`config.mk`:
```
export PLATFORM = sky130hd
export DESIGN_NAME = ssram_ctrl
export DESIGN_NICKNAME = d
export VERILOG_FILES = /design/src/rtl/ssram_pkg.sv /design/src/rtl/ssram_ctrl.sv
export SDC_FILE = /design/constraint.sdc
export NUM_CORES = 1
export LEC_CHECK = 0
export BUFFER_PORTS_ARGS = -buffer_cell sky130_fd_sc_hd__clkbuf_2
export CELL_PAD_IN_SITES_DETAIL_PLACEMENT = 1
export CELL_PAD_IN_SITES_GLOBAL_PLACEMENT = 2
export CORE_MARGIN = 1
export CORE_UTILIZATION = 33
export DETAILED_ROUTE_END_ITERATION = 7
export PLACE_DENSITY = 0.84
export SLEW_MARGIN = 40
export SYNTH_ARGS = -nofsm -noshare
export SYNTH_HDL_FRONTEND = slang
export SYNTH_SLANG_ARGS = --single-unit
export TNS_END_PERCENT = 100
```
`constraint.sdc`:
```
create_clock -name clk -period 3.55 [get_ports clk]
set_clock_uncertainty 0.2 [all_clocks]
set_input_delay 0.1775 -clock clk [delete_from_list [all_inputs] [get_ports clk]]
set_output_delay 0.1775 -clock clk [all_outputs]
set_load 0.1 [all_outputs]
```
`src/rtl/ssram_pkg.sv`:
```
// Shared types and constants for the serial SRAM slave.
package ssram_pkg;

    // Array geometry.
    localparam int ADDR_BITS  = 15;
    localparam int PAGE_BYTES = 32;
    localparam int PAGE_BITS  = $clog2(PAGE_BYTES);
    localparam int DATA_BITS  = 8;

    // Event codes on the operation field.
    localparam logic [1:0] OP_SELECT   = 2'd0;
    localparam logic [1:0] OP_XFER     = 2'd1;
    localparam logic [1:0] OP_DESELECT = 2'd2;

    // Instruction opcodes.
    localparam logic [7:0] OPC_READ  = 8'h03;
    localparam logic [7:0] OPC_WRITE = 8'h02;
    localparam logic [7:0] OPC_RDSR  = 8'h05;
    localparam logic [7:0] OPC_WRSR  = 8'h01;

    // Mode field of the status register.
    localparam logic [1:0] MODE_BYTE = 2'b00;
    localparam logic [1:0] MODE_SEQ  = 2'b01;
    localparam logic [1:0] MODE_PAGE = 2'b10;

    // Frame phases.
    typedef enum logic [2:0] {
        PH_IDLE,
        PH_OPCODE,
        PH_ADDR_HI,
        PH_ADDR_LO,
        PH_DATA,
        PH_STATUS_RD,
        PH_STATUS_WR,
        PH_SKIP
    } phase_t;

    // Request from the frame controller to the array.
    typedef struct packed {
        logic                 we;
        logic                 re;
        logic [ADDR_BITS-1:0] addr;
        logic [DATA_BITS-1:0] wdata;
    } mem_req_t;

endpackage

```
`src/rtl/ssram_ctrl.sv`:
```
// Frame controller: opcode and address decode, pointer stepping and status register.
module ssram_ctrl (
    input  logic                      clk,
    input  logic                      rst_n,
    input  logic                      step,
    input  logic [1:0]                operation,
    input  logic [7:0]                mosi_byte,
    output ssram_pkg::mem_req_t       mem_req,
    output logic [7:0]                miso_value,
    output logic                      use_ram
);
    import ssram_pkg::*;

    phase_t               phase_reg, phase_next;
    logic                 cmd_read_reg, cmd_read_next;
    logic [ADDR_BITS-1:0] pointer_reg, pointer_next;
    logic                 single_done_reg, single_done_next;
    logic [1:0]           mode_reg, mode_next;
    logic                 hold_reg, hold_next;

    logic [15:0]          addr_hi_wide;
    logic [15:0]          addr_lo_wide;
    logic [PAGE_BITS-1:0] page_off_inc;
    logic [ADDR_BITS-1:0] pointer_step;

    // Address byte placement and pointer advance.
    always_comb
    begin
        addr_hi_wide = {mosi_byte, 8'h00};
        addr_lo_wide = {8'h00, mosi_byte};
        page_off_inc = pointer_reg[PAGE_BITS-1:0] + 1'b1;
        if (mode_reg == MODE_PAGE)
        begin
            pointer_step = {pointer_reg[ADDR_BITS-1:PAGE_BITS], page_off_inc};
        end
        else
        begin
            pointer_step = pointer_reg + 1'b1;
        end
    end

    // State registers.
    always_ff @(posedge clk or negedge rst_n)
    begin
        if (!rst_n)
        begin
            phase_reg       <= PH_IDLE;
            cmd_read_reg    <= 1'b0;
            pointer_reg     <= '0;
            single_done_reg <= 1'b0;
            mode_reg        <= MODE_BYTE;
            hold_reg        <= 1'b0;
        end
        else
        begin
            phase_reg       <= phase_next;
            cmd_read_reg    <= cmd_read_next;
            pointer_reg     <= pointer_next;
            single_done_reg <= single_done_next;
            mode_reg        <= mode_next;
            hold_reg        <= hold_next;
        end
    end

    // Next state, array request and answer byte for one event.
    always_comb
    begin
        phase_next       = phase_reg;
        cmd_read_next    = cmd_read_reg;
        pointer_next     = pointer_reg;
        single_done_next = single_done_reg;
        mode_next        = mode_reg;
        hold_next        = hold_reg;
        mem_req.we       = 1'b0;
        mem_req.re       = 1'b0;
        mem_req.addr     = pointer_reg;
        mem_req.wdata    = mosi_byte;
        miso_value       = 8'h00;
        use_ram          = 1'b0;

        if (step)
        begin
            unique case (operation)
                OP_SELECT:
                begin
                    phase_next       = PH_OPCODE;
                    cmd_read_next    = 1'b0;
                    single_done_next = 1'b0;
                end
                OP_DESELECT:
                begin
                    phase_next = PH_IDLE;
                end
                OP_XFER:
                begin
                    unique case (phase_reg)
                        PH_OPCODE:
                        begin
                            cmd_read_next = (mosi_byte == OPC_READ);
                            if (mosi_byte == OPC_READ || mosi_byte == OPC_WRITE)
                            begin
                                phase_next = PH_ADDR_HI;
                            end
                            else if (mosi_byte == OPC_RDSR)
                            begin
                                phase_next = PH_STATUS_RD;
                            end
                            else if (mosi_byte == OPC_WRSR)
                            begin
                                phase_next = PH_STATUS_WR;
                            end
                            else
                            begin
                                phase_next = PH_SKIP;
                            end
                        end
                        PH_ADDR_HI:
                        begin
                            pointer_next = addr_hi_wide[ADDR_BITS-1:0];
                            phase_next   = PH_ADDR_LO;
                        end
                        PH_ADDR_LO:
                        begin
                            pointer_next = pointer_reg | addr_lo_wide[ADDR_BITS-1:0];
                            phase_next   = PH_DATA;
                        end
                        PH_DATA:
                        begin
                            if (single_done_reg)
                            begin
                                phase_next = PH_SKIP;
                            end
                            else
                            begin
                                mem_req.re = cmd_read_reg;
                                mem_req.we = !cmd_read_reg;
                                use_ram    = cmd_read_reg;
                                if (mode_reg == MODE_SEQ || mode_reg == MODE_PAGE)
                                begin
                                    pointer_next = pointer_step;
                                end
                                else
                                begin
                                    single_done_next = 1'b1;
                                    phase_next       = PH_SKIP;
                                end
                            end
                        end
                        PH_STATUS_RD:
                        begin
                            miso_value = {mode_reg, 5'b00000, hold_reg};
                        end
                        PH_STATUS_WR:
                        begin
                            mode_next  = mosi_byte[7:6];
                            hold_next  = mosi_byte[0];
                            phase_next = PH_SKIP;
                        end
                        default:
                        begin
                            phase_next = phase_reg;
                        end
                    endcase
                end
                default:
                begin
                    phase_next = phase_reg;
                end
            endcase
        end
    end

endmodule

```
Word-level counts from Yosys, hierarchy flattened --
Index checks and enable logic that the tools add are counted.
Cells by class: bitwise logic cells 1, add/sub/neg operators 2, reduce and logical (&&, ||, !) cells 13, multiplexer cells 28, equal/unequal tests 21
Operator list (number):
- $mux W15 | 3
- $pmux W15 S3 | 1
- $mux W8 | 3
- $eq A8 B2 Y1 const B | 2
- $add A15 B1 Y15 const B | 1
- $or A15 B8 Y15 | 1
- $pmux W3 S5 | 1
- $mux W2 | 5
- $eq A3 B3 Y1 const B | 3
- $mux W1 | 9
- $mux W3 | 3
- $pmux W3 S3 | 1
- $reduce_and A3 Y1 | 3
- $eq A8 B1 Y1 const B | 1
- $eq A8 B3 Y1 const B | 1
- $ne A2 B2 Y1 const B | 4
- $eq A3 B2 Y1 const B | 2
- $ne A6 B2 Y1 const B | 1
- $reduce_and A6 Y1 | 1
- $reduce_bool A3 Y1 | 2
- $add A5 B1 Y5 const B | 1
- $reduce_and A5 Y1 | 1
- $eq A2 B1 Y1 const B | 2
- $eq A2 B2 Y1 const B | 2
- other kinds (9) | 11
Storage, ports and cells: flip-flop bits (word level) 23, word-level logic and storage cells 72, bits of input ports 13

Depth between registers and ports, before layout --
depth in word-level cells 6, depth in mapped cells 7, mapped depth without buffers 6

Least setup slack after synthesis --
OpenSTA, ideal clock, no wires.
kind register to output, start register phase_reg[0], end output mem_req[23] in the netlist's numbering, arrival 4.681 ns, path slack -1.509 ns, required time 3.172 ns, stages on the path, launching flop included 6, path through dfrtp_1 -> buf_2 -> or3b_2 -> clkbuf_1 -> nor4_1 -> buf_4
RTL lines:
- start: declaration | RTL line ssram_ctrl.sv:14 | phase_t phase_reg, phase_next;
- start signal: assignment | RTL line ssram_ctrl.sv:56 | phase_reg <= phase_next;
- end: declaration | RTL line ssram_ctrl.sv:8 | output ssram_pkg::mem_req_t mem_req,

Worst setup path in the final report --
start register phase_reg[0], end output use_ram
Between the ends: cells in the longest elaborated chain, start to end 4
RTL lines:
- $eq A3 B3 Y1 | RTL line ssram_ctrl.sv:96 | unique case (phase_reg)
- $mux W1 | RTL line ssram_ctrl.sv:96
- $mux W1 | RTL line ssram_ctrl.sv:83 | unique case (operation)
- $mux W1 | RTL line ssram_ctrl.sv:81 | if (step)
- end: declaration | RTL line ssram_ctrl.sv:10 | output logic use_ram
Every way passes these cells.

==> flow_summary.toml <==
[outcome]
status = "finished clean"

[critical_path]
critical_path_required_ps = 3170
timing.critical_path.fanout_max = 16
crit_chain = "buf_4, or3b_2, nor4_2, clkbuf_2"
path_class = "reg -> out"
cp.arrival_ps = 2410
critPathSlowestCell = "or3b_2"
crit_path_max_incr_delay_ps = 560
crit-reg2reg-capture = "pointer_reg[3]"
reg2reg_depth = 6
reg2reg_setup_slack_ps = 1210
worstSetupStartpointType = "flop"
timing.critical_path.to_type = "output port"
crit-reg2reg-launch = "mode_reg[0]"

[synthesis]
syn-instance-count = 220
synth_commonest_cells = "dfrtp_1, o21ai_0, buf_4, nand2_1, nor2_1"
synth_most_common_cell = "dfrtp_1"
largest_cells_by_area_after_synthesis = "dfrtp_1, buf_4, ha_1"
async_reset_ff_frac = 1.00
synth_cell_types = 59
synth_top_area_share = 0.312
ys.flop_type = "dfrtp_1"
synthDominantAreaCellType = "dfrtp_1"
syn-cell-area_um2 = 1850
ys_seq_elements = 23
synth_area_per_cell_um2 = 8.39
synth-edff-count = 0
yosysWarnings = 0
synth.yosys.seq_area_share = 0.312

[cells_and_area]
postLayoutCellArea_um2 = 2090
layout.nets = 267
drive_above_1_share = 0.247
largest_register_ff_count = 15
num_antenna_cells = 0
area_delta_synth_final_pct = 13.1
postLayoutCoreUtil = 0.399

[global_routing]
grt-ovfl-total = 0
first_global_vias = 1775
track_usage = 0.199
wire_length_of_the_first_global_routing_pass_mm = 9.32
antenna_violations_before_repair = 0
maximum_number_of_pins_on_one_net_before_global_route_repair = 24

[worst_hold_path]
worstHoldEndpoint = "mode_reg[0]"
timing.hold.worst.class = "in -> reg"
hold_depth = 3
worstHoldStart = "mosi_byte[6]"

[cts]
clk_transition_reported_paths_ps = 90
clock_sinks = 23
cts-resized-gates = 0
h-tree-depth = 1
clock_root_buffer = "clkbuf_8"
cts-buffers-inserted = 3
max-clock-path-buffers = 2
tritoncts = "yes"
clk_latency_ps = 280

[sta]
finalCritPeriodShare = 0.786
relSlewSlack = 0.515
final.hold.worst_slack_ps = 10.7
final-max-slew-violation-count = 0
post-route-min-period_ps = 2790
worstMarginPinSlew_ps = 727
fin_setup_tns_ps = 0
grt_setup_unrepaired = "no"
hold_violations = 0
achievable-frequency_mhz = 358
timing.final.setup_violations = 0

[power]
power_switching_mw = 0.679
seqPwrFrac = 0.334
intPower_mw = 0.510
p_leak_nw = 0.930
pwr-share-clk = 0.148
combinational_power_share = 0.518
power.total_mw = 1.19
power-per-cell-area_nw_per_um2 = 570
vdd_drop_max_mv = 0.309
switching_share = 0.571

[place]
dpl.hpwl_mm = 4.06
globalplace.congestion = 0.810
cell_area_after_placement_um2 = 2030
port_buffers = 41

[route]
wirelength_mm = 5.53
vias = 1829
dr.pass1.iters = 4
drt_drc_violations_left = 0
route.antenna.remaining_nets = 0
wire_per_inst_um = 17.5
viasPerCell = 5.77
drt_iter0_drc = 68

[die]
die_height_um = 76.8
fp-row-count = 26
initial_core_util = 0.353
die_area_um2 = 5900
die_w_um = 76.8
io_pins = 47
core_region_area_um2 = 5240

[job]
drv.max_cap_violation_count = 0
layer usage:
layer,track usage,up-vias,routed length (um)
met5,0,-,0
met4,0.0615,0,79
met3,0.0262,7,197
met2,0.311,43,2480
met1,0.281,909,2780
li1,-,870,-
worst max path at each step:
stage / endpoint / from / depth (start not counted)
2_1_floorplan: mem_req[23] / phase_reg[0] / 5
3_3_place_gp: miso_value[7] / operation[1] / 7
3_5_place_dp: miso_value[7] / operation[1] / 7
4_1_cts: use_ram / phase_reg[0] / 4
5_1_grt: miso_value[7] / operation[1] / 7
6_report: use_ram / phase_reg[0] / 4
power by group through the flow:
stage | sequential (mW) | combinational [mW] | clock (mW)
after global routing | 0.409 | 0.648 | 0.192
after global placement | 0.402 | 0.613 | 0
final | 0.398 | 0.616 | 0.175
after floorplan | 0.656 | 0.246 | 0
after CTS | 0.397 | 0.618 | 0.181
after detailed placement | 0.402 | 0.616 | 0
critical path: cells and delay by family, from the launching register on:
family                 cells  cell delay (ps)
AND/OR/NAND/NOR            2              870
buffers and inverters      2              760
flip-flops                 1              500
logic make-up (layout without fill, tap and decap cells):
| group | count (synthesis) | in the layout | share of synthesized area |
|---|---|---|---|
| simple gates | 90 | 90 | 0.296 |
| fa+ha+maj | 6 | 6 | 0.0406 |
| buf+inv | 35 | 58 | 0.102 |
| compound gates | 62 | 62 | 0.230 |
| mux | 3 | 3 | 0.0176 |
| other cells | 1 | 5 | 0.00203 |
| flops | 23 | 23 | 0.312 |
through the flow:
step	cells	setup WS (ps)
after floorplan	224	-212
after global placement	312	968
after detailed placement	312	915
after CTS	317	740
after global routing	317	656
final	317	758
cell usage in the layout (no fill, tap or decap), types with 7 or more instances in the layout:
cell type   n
a21oi_1     8
nor3_1      8
inv_1      10
nand2_1    14
nand3_1     7
dfrtp_1    23
clkbuf_2   41
a31oi_1     8
and3_1      7
nor2_1     13
o21ai_0    15
layout make-up:
type,count,area [um^2]
repair buffers,44,230
well taps,70,87.6
flip-flops and latches,23,576
clock buffers,3,41.3
clock inverters,1,5.00
inverters,10,37.5
fillers,662,3150
multi-input cells,166,1110
what timing repair did:
action	in CTS	in global routing
endpoints found under the hold margin	23	0
hold buffers	1	0
setup buffers	0	0
Power figures use the tool's default switching activity.
